`src/hw/rtl/assert_macros.svh`:
```
// assertion macros included by the generator rtl
`ifndef ASSERT_MACROS_SVH
`define ASSERT_MACROS_SVH

// property that must hold in the same cycle, checked out of reset
`define XSR_ASSERT(lbl, prop, msg) \
  lbl: assert property (@(posedge clk_i) disable iff (!rst_ni) (prop)) \
    else $error(msg);

// consequent must hold in the cycle after the antecedent
`define XSR_ASSERT_NEXT(lbl, ante, cons, msg) \
  lbl: assert property (@(posedge clk_i) disable iff (!rst_ni) (ante) |=> (cons)) \
    else $error(msg);

`endif

```
`src/hw/rtl/xsr_pkg.sv`:
```
// types and constants for the xoshiro128** generator
`timescale 1ns / 1ps
`default_nettype none

package xsr_pkg;

  localparam int unsigned WordW  = 32;
  localparam int unsigned NWords = 4;
  localparam int unsigned StepW  = 7;

  typedef logic [NWords-1:0][WordW-1:0] gen_words_t;

  typedef enum logic [1:0] {
    KIND_NEXT      = 2'd0,
    KIND_SEED      = 2'd1,
    KIND_JUMP      = 2'd2,
    KIND_LONG_JUMP = 2'd3
  } kind_e;

  typedef enum logic [1:0] {
    ST_IDLE,
    ST_STEP,
    ST_JUMP,
    ST_DONE
  } state_e;

  // state after seeding with one and a single advance
  localparam gen_words_t ResetWords = {32'h0000_0800, 32'h0000_0200,
                                       32'h0000_0001, 32'h0000_0001};

  // bit n of the polynomial is tested at jump step n
  localparam logic [127:0] JumpPoly = {32'h77f2_db5b, 32'h6fa0_35c3,
                                       32'hf542_d2d3, 32'h8764_000b};
  localparam logic [127:0] LongJumpPoly = {32'h1c58_0662, 32'hccf5_a0ef,
                                           32'h0b6f_099f, 32'hb523_952e};

  localparam int unsigned ScrRot   = 7;
  localparam int unsigned StateShl = 9;
  localparam int unsigned StateRot = 11;

endpackage

`default_nettype wire

```
`src/hw/rtl/xoshiro128_starstar_generator.sv`:
```
// xoshiro128** pseudo-random generator with seed, jump and long jump
//
// input channel carries kind_i and seed_value_i; one word comes back on the
// output channel for every input word. kind next returns the scrambled word
// rotl(s1*5,7)*9 and advances the 128-bit state; seed loads s1 and advances
// once; jump and long jump move the state on by 2^64 and 2^96 steps. every
// kind other than next returns zero.
// next and seed pass through the shared advance unit in the step state, then
// the done state fills the output register. jump kinds use the same advance
// unit once per polynomial bit, 128 passes, in the jump state before the done
// state. one word is worked on at a time; a new word is taken once the
// previous result sits in the output register.
// reset puts the state as after seeding with one and leaves no result
// pending. while the receiver stalls the result holds in the output
// register; a following word may be taken and worked on but waits in the
// done state until the output register frees up.
`timescale 1ns / 1ps
`default_nettype none

module xoshiro128_starstar_generator (
  input  wire logic        clk_i,
  input  wire logic        rst_ni,
  input  wire logic        in_valid_i,
  output logic             in_ready_o,
  input  wire logic [1:0]  kind_i,
  input  wire logic [31:0] seed_value_i,
  output logic             out_valid_o,
  input  wire logic        out_ready_i,
  output logic [31:0]      value_o
);

  `include "assert_macros.svh"

  xsr_pkg::state_e     state_q, state_d;
  xsr_pkg::kind_e      kind_q, kind_d;
  xsr_pkg::gen_words_t words_q, words_d;
  xsr_pkg::gen_words_t accum_q, accum_d;
  logic [xsr_pkg::StepW-1:0] step_q, step_d;
  logic [xsr_pkg::WordW-1:0] prod_q, prod_d;
  logic [xsr_pkg::WordW-1:0] res_q, res_d;
  logic [xsr_pkg::WordW-1:0] value_q, value_d;
  logic                      out_valid_q, out_valid_d;

  // shared advance unit
  xsr_pkg::gen_words_t adv;
  logic [xsr_pkg::WordW-1:0] t_shl, w2_x, w3_x;
  logic [xsr_pkg::WordW-1:0] rot_p;
  logic [127:0]              poly;
  logic                      poly_bit;
  logic                      accept, out_free;

  always_comb begin
    t_shl  = words_q[1] << xsr_pkg::StateShl;
    w2_x   = words_q[2] ^ words_q[0];
    w3_x   = words_q[3] ^ words_q[1];
    adv[0] = words_q[0] ^ w3_x;
    adv[1] = words_q[1] ^ w2_x;
    adv[2] = w2_x ^ t_shl;
    adv[3] = {w3_x[xsr_pkg::WordW-xsr_pkg::StateRot-1:0],
              w3_x[xsr_pkg::WordW-1:xsr_pkg::WordW-xsr_pkg::StateRot]};
  end

  assign rot_p = {prod_q[xsr_pkg::WordW-xsr_pkg::ScrRot-1:0],
                  prod_q[xsr_pkg::WordW-1:xsr_pkg::WordW-xsr_pkg::ScrRot]};

  assign poly     = (kind_q == xsr_pkg::KIND_LONG_JUMP) ? xsr_pkg::LongJumpPoly
                                                        : xsr_pkg::JumpPoly;
  assign poly_bit = poly[step_q];

  assign in_ready_o = (state_q == xsr_pkg::ST_IDLE);
  assign accept     = in_valid_i && in_ready_o;
  assign out_free   = !out_valid_q || out_ready_i;

  // next state
  always_comb begin
    state_d = state_q;
    case (state_q)
      xsr_pkg::ST_IDLE: begin
        if (accept) begin
          if (kind_i inside {xsr_pkg::KIND_NEXT, xsr_pkg::KIND_SEED}) begin
            state_d = xsr_pkg::ST_STEP;
          end else begin
            state_d = xsr_pkg::ST_JUMP;
          end
        end
      end
      xsr_pkg::ST_STEP: state_d = xsr_pkg::ST_DONE;
      xsr_pkg::ST_JUMP: begin
        if (step_q == {xsr_pkg::StepW{1'b1}}) begin
          state_d = xsr_pkg::ST_DONE;
        end
      end
      xsr_pkg::ST_DONE: begin
        if (out_free) begin
          state_d = xsr_pkg::ST_IDLE;
        end
      end
      default: state_d = xsr_pkg::ST_IDLE;
    endcase
  end

  // datapath and outputs
  always_comb begin
    kind_d      = kind_q;
    words_d     = words_q;
    accum_d     = accum_q;
    step_d      = step_q;
    prod_d      = prod_q;
    res_d       = res_q;
    value_d     = value_q;
    out_valid_d = out_valid_q && !out_ready_i;
    case (state_q)
      xsr_pkg::ST_IDLE: begin
        if (accept) begin
          kind_d = xsr_pkg::kind_e'(kind_i);
          // s1 * 5 as shift and add
          prod_d = (words_q[1] << 2) + words_q[1];
          res_d  = '0;
          if (kind_i == xsr_pkg::KIND_SEED) begin
            words_d = {32'd0, 32'd0, seed_value_i, 32'd0};
          end else if (kind_i != xsr_pkg::KIND_NEXT) begin
            accum_d = '0;
            step_d  = '0;
          end
        end
      end
      xsr_pkg::ST_STEP: begin
        words_d = adv;
        if (kind_q == xsr_pkg::KIND_NEXT) begin
          res_d = (rot_p << 3) + rot_p;
        end else begin
          res_d = '0;
        end
      end
      xsr_pkg::ST_JUMP: begin
        if (poly_bit) begin
          accum_d = accum_q ^ words_q;
        end
        step_d = step_q + 1'b1;
        // last step: the accumulator becomes the new state
        if (step_q == {xsr_pkg::StepW{1'b1}}) begin
          words_d = accum_d;
        end else begin
          words_d = adv;
        end
      end
      xsr_pkg::ST_DONE: begin
        if (out_free) begin
          value_d     = res_q;
          out_valid_d = 1'b1;
        end
      end
      default: ;
    endcase
  end

  always_ff @(posedge clk_i or negedge rst_ni) begin
    if (!rst_ni) begin
      state_q     <= xsr_pkg::ST_IDLE;
      kind_q      <= xsr_pkg::KIND_NEXT;
      words_q     <= xsr_pkg::ResetWords;
      accum_q     <= '0;
      step_q      <= '0;
      out_valid_q <= 1'b0;
    end else begin
      state_q     <= state_d;
      kind_q      <= kind_d;
      words_q     <= words_d;
      accum_q     <= accum_d;
      step_q      <= step_d;
      out_valid_q <= out_valid_d;
    end
  end

  always_ff @(posedge clk_i) begin
    prod_q  <= prod_d;
    res_q   <= res_d;
    value_q <= value_d;
  end

  assign out_valid_o = out_valid_q;
  assign value_o     = value_q;

  `XSR_ASSERT(a_step_idle_zero, (state_q != xsr_pkg::ST_JUMP) |-> (step_q == '0), "jump step counter not back at zero outside a jump")
  `XSR_ASSERT(a_nonnext_zero, (state_q == xsr_pkg::ST_DONE && kind_q != xsr_pkg::KIND_NEXT) |-> (res_q == '0), "non-next word produced a nonzero result")
  `XSR_ASSERT_NEXT(a_accept_starts, accept, (state_q == xsr_pkg::ST_STEP || state_q == xsr_pkg::ST_JUMP), "accepted word did not start work")

endmodule

`default_nettype wire

```
`config.mk`:
```
export PLATFORM = sky130hd
export DESIGN_NAME = xoshiro128_starstar_generator
export DESIGN_NICKNAME = d
export VERILOG_FILES = /design/src/hw/rtl/xsr_pkg.sv /design/src/hw/rtl/xoshiro128_starstar_generator.sv
export VERILOG_INCLUDE_DIRS = /design/src /design/src/hw/rtl
export SDC_FILE = /design/constraint.sdc
export NUM_CORES = 1
export LEC_CHECK = 0
export ABC_CLOCK_PERIOD_IN_PS = 4550
export BUFFER_PORTS_ARGS = -buffer_cell sky130_fd_sc_hd__buf_2
export CORE_MARGIN = 1.5
export CORE_UTILIZATION = 50
export DETAILED_ROUTE_END_ITERATION = 7
export PLACE_DENSITY = 0.66
export SLEW_MARGIN = 10
export SYNTH_ARGS = -nofsm -noshare
export SYNTH_HDL_FRONTEND = slang
export SYNTH_SLANG_ARGS = --single-unit
```
`constraint.sdc`:
```
create_clock -name clk_i -period 4.55 [get_ports clk_i]
set_clock_uncertainty 0.2 [all_clocks]
set_input_delay 0.2275 -clock clk_i [delete_from_list [all_inputs] [get_ports clk_i]]
set_output_delay 0.2275 -clock clk_i [all_outputs]
set_load 0.01 [all_outputs]
```
# After elaboration in Yosys (flattened, before gate mapping)
# Cells that the tools add are included.
# Widths: inputs -> output; s select.
[word_totals]
regBits = 364
out_inout_bits = 34
wordCells = 82
input_bits = 38
[op_classes]
add_sub_neg = 3
reduce_logical = 19
muxes = 26
order_cmp = 1
bitwise = 6
n_eq_ne = 12
[op_table]
columns = ["op", "n"]
rows = [
  ["$mux 128", 7],
  ["$pmux 128 s3", 1],
  ["$pmux 128 s2", 1],
  ["$xor 32x32->32", 5],
  ["$xor 128x128->128", 1],
  ["$mux 127", 1],
  ["$add 32x32->32", 2],
  ["$mux 32", 2],
  ["$pmux 32 s2", 1],
  ["$mux 7", 3],
  ["$pmux 7 s2", 1],
  ["$lt 7x8->1 const B", 1],
  ["$mux 2", 4],
  ["$pmux 2 s4", 1],
  ["$reduce_bool 2->1", 4],
  ["$add 7x1->7 const B", 1],
  ["$bmux 1 s7", 1],
  ["$eq 7x7->1 const B", 1],
  ["$eq 2x2->1 const B", 3],
  ["$logic_not 2->1", 3],
  ["$ne 2x1->1 const B", 3],
  ["$ne 2x2->1 const B", 3],
  ["$reduce_and 2->1", 3],
  ["$reduce_and 3->1", 2],
  ["7 further kinds", 12],
]

# Depth between registers and ports, before layout
# Gate-level depths: netlist of run 1.
[logic_depth]
ltp_word = 7
mapped_depth = 13
depth_no_buf = 10

# Least setup slack after synthesis of run 1
# Ideal clock, no wire load.
[synth_timing]
path_type = "register to register"
from = "register state_q[0]"
to = "register res_q[0] in the netlist's numbering (enable)"
period_less_slack_ns = 3.810
path_buffers = 1
required_time_ns = 3.884
t_arrival_ns = 3.144
setup_ns = 0.466
path_slack_ns = 0.740
stages_incl_launch_ff = 5
cell_sequence = "dfrtp_1 -> inv_1 -> ha_1 -> clkbuf_1 -> o21ai_0"
[synth_between]
elab_chain_len = 4
word_cells_on_any_way = 6
classes_between = "eq/ne: 2; reduce/logical: 4"
[synth_lines]
columns = ["item", "line_no", "rtl"]
rows = [
  ["from (decl)", "xoshiro128_starstar_generator.sv:34", "xsr_pkg::state_e state_q, state_d;"],
  ["from (signal assigned)", "xoshiro128_starstar_generator.sv:159", "state_q <= xsr_pkg::ST_IDLE;"],
  ["from (signal assigned)", "xoshiro128_starstar_generator.sv:166", "state_q <= state_d;"],
  ["$logic_not 2->1 *", "xoshiro128_starstar_generator.sv:70", "assign in_ready_o = (state_q == xsr_pkg::ST_IDLE);"],
  ["via in_ready_o", "xoshiro128_starstar_generator.sv:24", "output logic in_ready_o,"],
  ["$logic_and 1x1->1", "xoshiro128_starstar_generator.sv:71", "assign accept = in_valid_i && in_ready_o;"],
  ["$ne 2x1->1 (no line)", "--", ""],
  ["$reduce_and 2->1 (no line) *", "--", ""],
  ["to (signal assigned)", "xoshiro128_starstar_generator.sv:177", "res_q <= res_d;"],
  ["to (decl)", "xoshiro128_starstar_generator.sv:40", "logic [xsr_pkg::WordW-1:0] res_q, res_d;"],
]
# Mark *: on every way through the listed nets, which the timed path passes. The rest lies on a longest branch.
# A chain may end at the register's enable or synchronous reset.

# Worst setup path after layout of run 1
[layout_timing]
from = "register step_q[1] in the netlist's numbering"
to = "register accum_q[52] in the netlist's numbering"
[layout_between]
elab_chain_len = 4
[layout_lines]
columns = ["item", "line_no", "rtl"]
rows = [
  ["from (decl)", "xoshiro128_starstar_generator.sv:38", "logic [xsr_pkg::StepW-1:0] step_q, step_d;"],
  ["from (signal assigned)", "xoshiro128_starstar_generator.sv:170", "step_q <= step_d;"],
  ["$bmux 1 s7", "xoshiro128_starstar_generator.sv:68", "assign poly_bit = poly[step_q];"],
  ["$mux 1 (implied by the code)", "xoshiro128_starstar_generator.sv:68", ""],
  ["$mux 128", "xoshiro128_starstar_generator.sv:136", "if (poly_bit) begin"],
  ["$pmux 128 s2", "xoshiro128_starstar_generator.sv:112", "case (state_q)"],
  ["to (signal assigned)", "xoshiro128_starstar_generator.sv:169", "accum_q <= accum_d;"],
  ["to (decl)", "xoshiro128_starstar_generator.sv:37", "xsr_pkg::gen_words_t accum_q, accum_d;"],
]
# Every way passes these cells. The select of a mux whose other input is x is not followed.

==> results of run 1 <==
[power groups by stage]
stage                     combinational (mW)  sequential, mW  clock, mW
after floorplan                         6.21            5.77          0
after global placement                  7.24            6.49          0
after detailed placement                7.47            6.59          0
after CTS                               7.55            6.53       3.60
after global routing                    8.52            6.76       3.72
final                                   7.60            6.59       3.54
[per-layer routing]
| layer | up-vias | track usage (%) |
|---|---|---|
| met2 | 817 | 47.89 |
| met5 | - | 0 |
| met4 | 0 | 13.54 |
| li1 | 9557 | - |
| met3 | 157 | 3.955 |
| met1 | 10075 | 38.20 |
[state kept, by name, summed over array words and instances, names as in the netlist]
signal / flops
res_q: 32
words_q: 105
out_valid_o: 1
kind_q: 2
t_shl: 23
prod_q: 32
value_o: 32
step_q: 7
accum_q: 128
state_q: 2
[cell usage after synthesis (4+ instances only)]
cell type / n / share of area (%)
nand3_1: 124 / 2.7
nand4_1: 6 / 0.16
o21ai_0: 291 / 6.4
o41ai_1: 4 / 0.15
or3_1: 37 / 1.0
o211ai_1: 11 / 0.36
dfstp_2: 4 / 0.46
a221o_1: 4 / 0.17
a211oi_1: 11 / 0.36
a211o_1: 4 / 0.15
and2_1: 21 / 0.57
and3_1: 9 / 0.25
buf_4: 11 / 0.36
a32oi_1: 4 / 0.15
ha_1: 63 / 3.4
nor3b_1: 13 / 0.43
a221oi_1: 7 / 0.27
edfxtp_1: 96 / 13
buf_2: 40 / 0.87
o31ai_1: 8 / 0.26
nand2b_1: 13 / 0.35
a22oi_1: 5 / 0.16
mux2i_1: 87 / 3.8
o22ai_1: 54 / 1.5
nand2_1: 146 / 2.4
nor2_1: 245 / 4.0
and4_1: 62 / 2.4
inv_1: 84 / 1.4
clkbuf_1: 153 / 2.5
nor3_1: 24 / 0.52
a21o_1: 19 / 0.62
o221ai_1: 8 / 0.31
o2bb2ai_1: 7 / 0.27
o21a_1: 10 / 0.33
a31oi_1: 125 / 3.4
xnor2_1: 117 / 4.5
o21ai_1: 33 / 0.72
xor2_1: 79 / 3.0
nor4_1: 17 / 0.46
a21oi_1: 241 / 5.3
a21boi_0: 5 / 0.16
o21bai_1: 5 / 0.16
dfrtp_1: 264 / 29
nor2b_1: 7 / 0.19
[metrics by stage]
step / power (mW) / std cells / hold WS [ps] / util, % / area [sq um]
6_report: 17.74 / 3268 / 187.6 / 56.73 / 25690
5_1_grt: 19.00 / 3268 / 227.3 / 56.73 / 25690
4_1_cts: 17.68 / 3268 / 217.9 / 56.73 / 25690
3_5_place_dp: 14.06 / 3150 / 204.5 / 52.71 / 23870
3_3_place_gp: 13.73 / 3150 / 200.4 / 52.71 / 23870
2_1_floorplan: 11.98 / 2621 / -268.1 / - / 22930
[worst reg2reg max path: stages (launching register included)]
cell and delay (ps):
dfrtp_1 770, and2b_1 260, o32ai_1 110, a31o_1 190, or4_1 590, nand3_4 480
buf_12 280, buf_4 270, a31oi_1 150, a31oi_1 190, o22ai_1 110
[cell type report]
class / instances / area (sq um) / area share [%]
flip-flops and latches: 364 / 9594 / 37.35
clock inverters: 23 / 222.7 / 0.8670
clock buffers: 56 / 1207 / 4.700
multi-input cells: 1965 / 12210 / 47.52
repair buffers: 176 / 1389 / 5.406
inverters: 84 / 317.8 / 1.237
well taps: 600 / 750.7 / 2.922
[placed cells by master (no fill, tap or decap), types with 13 or more instances in the layout]
cell type        n
and2_1          21
o22ai_1         54
buf_4           55
nand2b_1        13
edfxtp_1        96
clkbuf_16       45
dfrtp_1        264
o21ai_0        290
mux2i_1         87
o21ai_1         32
nand3_1        123
inv_1           83
and4_1          62
buf_2           70
nor3_1          24
xnor2_1        117
nor2_1         244
or3_1           37
a31oi_1        125
xor2_1          79
a21o_1          18
nand2_1        145
a21oi_1        240
dlygate4sd3_1   39
nor4_1          17
nor3b_1         13
ha_1            63
[logic make-up after synthesis]
logic type                 synth area share [%]
buffers and inverters                     5.244
DFF                                       41.84
xor gates and xnor gates                  7.487
muxes                                     3.847
and+or+nand+nor                           15.86
adders and majority gates                 3.613
AOI/OAI and AO/OA                         22.10
[path summary, 6_finish.rpt]
check                                from           end  slack (ps)  depth (start not counted)
worst max-delay path            step_q[1]   accum_q[52]         780                         10
worst min-delay path               rst_ni   accum_q[97]         190                          2
worst max register to register  step_q[1]   accum_q[52]         780                         10
worst min register to register  res_q[14]   value_o[14]         220                          0
max in group asynchronous          rst_ni  words_q[101]        2960                          3
min in group clk_i              res_q[14]   value_o[14]         220                          0
[what timing repair did]
| item | 4_1_cts | 5_1_grt |
|---|---|---|
| gates resized for setup | 0 | 0 |
| setup endpoints to repair | 0 | 0 |
| hold buffers | 39 | 0 |
| endpoints found under the hold margin | 156 | 0 |
==> impl_metrics.env, run 1 <==
export IMPL_run_status="completed"
export IMPL_place_gp_congestion=0.9753
export IMPL_cts_buffer_depth=3
export IMPL_finalCriticalPeriod_ps=3768
export IMPL_crit_fanout=39
export IMPL_clock_fmax_mhz=265.4
export IMPL_post_drt_wl_per_cell_um=21.03
export IMPL_ios=72
export IMPL_hold_viol_final=0
export IMPL_cp_num_buf_inv=2
export IMPL_cp_arrival_ps=3970
export IMPL_dieArea_sq_mm=0.04715
export IMPL_crit_required_ps=4750
export IMPL_finalSetupViolations=0
export IMPL_postCtsSetupBuffers=0
export IMPL_yosysSeqAreaShare_pct=41.84
export IMPL_area_growth_syn_to_layout_pct=12.04
export IMPL_cts_root_buf="clkbuf_16"
export IMPL_clkPwrFrac_pct=20.0
export IMPL_synth_avg_cell_area_sq_um=8.748
export IMPL_syn_nets=2724
export IMPL_rsz0062_at_grt="false"
export IMPL_antenna_found_initial=0
export IMPL_crit_path_end_kind="register"
export IMPL_ys_ff_latch=364
export IMPL_p_leak_nw=10.63
export IMPL_wl_met2_um=32470
export IMPL_p_per_area_mw_per_mm2=690.4
export IMPL_synth_distinct_cells=72
export IMPL_drt_vias_per_instance=6.305
export IMPL_timing_critical_path_mode_cell="a31oi_1"
export IMPL_crit_family="simple AND/OR/NAND/NOR gates"
export IMPL_hold_class="input port to async pin"
export IMPL_timing_final_crit_share_pct=82.82
export IMPL_clock_sinks=364
export IMPL_worstPathCellList="and2b_1, o32ai_1, a31o_1, or4_1, nand3_4, buf_12, buf_4, a31oi_1, a31oi_1, o22ai_1"
export IMPL_h_tree_depth=2
export IMPL_drc=0
export IMPL_cp_slowest_cell="dfrtp_1"
export IMPL_routed_wl_met3_um=4619
export IMPL_slew_headroom_pct=28.48
export IMPL_clk_pin_slew_ps=60
export IMPL_globalRouteTotalUtil_pct=29.15
export IMPL_routed_wl_um=68720
export IMPL_die_w_um=217.1
export IMPL_first_iter_violations=1903
export IMPL_first_global_vias=19952
export IMPL_floorplan_initialDensity_pct=50.63
export IMPL_diodes=0
export IMPL_p_sw_share_pct=41.12
export IMPL_finalSetupTns_ps=0
export IMPL_top_layer="met4"
export IMPL_slew_viol_final=0
export IMPL_grt_pass1_wl_um=109200
export IMPL_synthFlopType="dfrtp_1"
export IMPL_core_area_sq_mm=0.04528
export IMPL_synth_edff_count=96
export IMPL_crit_type="register to register"
export IMPL_cts_buffers=43
export IMPL_start_kind="register"
export IMPL_die_h_um=217.1
export IMPL_power_frac_seq_pct=37.2
export IMPL_fillerInstances=4028
export IMPL_grt_remaining_overflow=0
export IMPL_worst_path_largest_cell_delay_ps=770
export IMPL_internal_power_mw=10.44
export IMPL_worstMarginPinSlew_ps=1069
export IMPL_ys_warn_count=0
export IMPL_ir_drop_mv=0.2933
export IMPL_met1Wirelength_um=28980
export IMPL_dpl_hpwl_um=43650
export IMPL_p_comb_share_pct=42.9
export IMPL_final_antenna_net_count=0
export IMPL_first_pass_iters=8
export IMPL_power_net_switching_mw=7.294
export IMPL_port_buffers=71
export IMPL_nets=2737
export IMPL_syn_area_sq_mm=0.02293
export IMPL_syn_inst=2621
export IMPL_cts_tree="done"
export IMPL_max_cap_violations=0
export IMPL_ys_async_sr_fraction_pct=73.63
export IMPL_fin_ws_ps=781.9
export IMPL_worstSkewPairLatency_ps=580
export IMPL_pre_cts_slack_ps=885.6
export IMPL_drive_gt1_share_pct=8.583
export IMPL_vias=20606
export IMPL_num_rows=78
export IMPL_grt_max_degree=122
Note: power is estimated with default switching activity, not from simulation.
==> run 2: changes to the inputs <==
ABC_CLOCK_PERIOD_IN_PS = 3500   (was 4550)
clock period = 3.5 ns   (was 4.55 ns; I/O delays follow)
==> run 2 against run 1 <==
  * Routed wire length up 1.2%
  * Non-clock buffer count increased by 53
  * Register-to-register slack worse by 520 ps
==> impl_metrics.env, run 2 (same netlist as run 1, synthesis figures left out) <==
export IMPL_drc=0
export IMPL_nets=2790
export IMPL_port_buffers=71
export IMPL_design_area_sq_mm=0.02618
export IMPL_slew_viol_final=0
export IMPL_crit_required_ps=3750
export IMPL_finalSetupTns_ps=0
export IMPL_place_inst=3204
export IMPL_clock_fmax_mhz=309.1
export IMPL_layout_commonest_cell="o21ai_0"
export IMPL_crit_path_end_kind="register"
export IMPL_cts_tree="done"
export IMPL_crit_type="register to register"
export IMPL_rr_worst_depth=11
export IMPL_dieArea_sq_mm=0.04715
export IMPL_pre_cts_slack_ps=59.34
export IMPL_cp_arrival_ps=3480
export IMPL_rsz0062_at_grt="false"
export IMPL_p_per_area_mw_per_mm2=900.0
export IMPL_first_pass_iters=6
export IMPL_vias=20687
export IMPL_core_area_sq_mm=0.04528
export IMPL_grt_max_degree=127
export IMPL_clk_pin_slew_ps=60
export IMPL_min_to="t_shl[10]"
export IMPL_reg_top3="accum_q x128, words_q x105"
export IMPL_globalRouteTotalUtil_pct=29.50
export IMPL_antenna_found_initial=0
export IMPL_worstMarginPinSlew_ps=882.3
export IMPL_die_w_um=217.1
export IMPL_r2r_end="words_q[23]"
export IMPL_hold_viol_final=0
export IMPL_ir_drop_mv=0.4010
export IMPL_dpl_hpwl_um=46010
export IMPL_routed_wl_um=69520
export IMPL_num_rows=78
export IMPL_p_leak_nw=10.93
export IMPL_final_antenna_net_count=0
export IMPL_floorplan_initialDensity_pct=50.63
export IMPL_slew_headroom_pct=41.18
export IMPL_grt_remaining_overflow=0
export IMPL_whs_path_depth=4
export IMPL_diodes=0
export IMPL_h_tree_depth=2
export IMPL_postCtsSetupBuffers=0
export IMPL_run_status="completed"
export IMPL_place_gp_congestion=0.8595
export IMPL_reg2reg_slack_ps=260
export IMPL_largest_reg_flops=128
export IMPL_die_h_um=217.1
export IMPL_cts_buffer_depth=3
export IMPL_finalSetupViolations=0
export IMPL_clock_sinks=364
export IMPL_grt_pass1_wl_um=110500
export IMPL_worstSkewPairLatency_ps=590
export IMPL_ios=72
export IMPL_start_kind="register"
export IMPL_hold_class="input port to register"
export IMPL_r2r_start="step_q[0]"
export IMPL_fin_ws_ps=264.6
export IMPL_final_util_pct=57.81
export IMPL_cts_buffers=43
export IMPL_max_cap_violations=0
export IMPL_first_global_vias=20000
export IMPL_post_drt_wl_per_cell_um=20.94
export IMPL_first_iter_violations=1741
export IMPL_timing_final_crit_share_pct=92.44
export IMPL_fillerInstances=3970
export IMPL_drive_gt1_share_pct=10.63
export IMPL_cts_root_buf="clkbuf_16"
export IMPL_finalNonFillerCells=3320
export IMPL_drt_vias_per_instance=6.231
export IMPL_regMostFlops="accum_q"
export IMPL_finalCriticalPeriod_ps=3235
export IMPL_layout_common_cells="290 x o21ai_0, 264 x dfrtp_1, 244 x nor2_1"
export IMPL_hp_start="seed_value_i[1]"
export IMPL_crit_fanout=18
export IMPL_area_growth_syn_to_layout_pct=14.18
export IMPL_dpl_cell_area_sq_mm=0.02437
==> run 2: cell types whose count changed in the layout (fill, tap and decap cells not counted), sizes merged <==
cell | previous run | this run
buf | 137 | 191
clkbuf | 56 | 64
clkinv | 15 | 11
bufinv | 4 | 1
clkinvlp | 4 | 1
dlygate4sd3 | 39 | 38
inv | 84 | 85
==> run 2: cell type report <==
class,instances,area (sq um),area share (%)
inverters,84,317.8,1.214
well taps,600,750.7,2.868
repair buffers,229,1884,7.197
flip-flops and latches,364,9594,36.65
clock buffers,64,1296,4.951
clock inverters,14,112.6,0.4301
multi-input cells,1965,12220,46.69
==> run 2: stage by stage <==
step | total power [mW] | hold WS (ps)
6_report | 23.56 | 10.62
5_1_grt | 25.19 | 38.03
4_1_cts | 23.47 | 6.821
3_5_place_dp | 18.87 | 112.1
3_3_place_gp | 18.43 | 104.7
2_1_floorplan | 15.58 | -320.6
==> run 2: critical path, stage by stage, from the launching register on <==
cell and delay (ps):
dfrtp_1 560, buf_4 270, ha_1 230, nand3_1 130
or3_1 440, a21oi_1 380, nor2_1 100, buf_4 240
nand2_1 230, nor2_1 80, a21oi_1 150, o21ai_0 100
==> run 2: how the worst max path moves through the flow <==
stage                    start           to
floorplan           state_q[0]  accum_q[91]
global placement    prod_q[28]    res_q[31]
detailed placement  prod_q[28]    res_q[31]
CTS                 prod_q[28]    res_q[31]
global route        prod_q[30]    res_q[30]
finish               step_q[0]  words_q[23]
==> run 2: timing repair <==
action / 4_1_cts / 5_1_grt
hold buffers: 38 / 0
resized for setup: 0 / 3
endpoints found under the hold margin: 136 / 0
endpoints found under the setup margin: 0 / 5
==> run 2: routing by layer <==
layer	up-vias	wire, um	global-route usage, %
li1	9688	-	-
met1	10055	29160	38.61
met2	786	32890	48.58
met3	158	4804	4.682
met4	0	2662	12.41
met5	-	0	0
==> run 2: where the power goes <==
group	internal, mW	switching, mW
sequential	6.25	1.85
clock	2.63	1.87
combinational	4.96	6.00
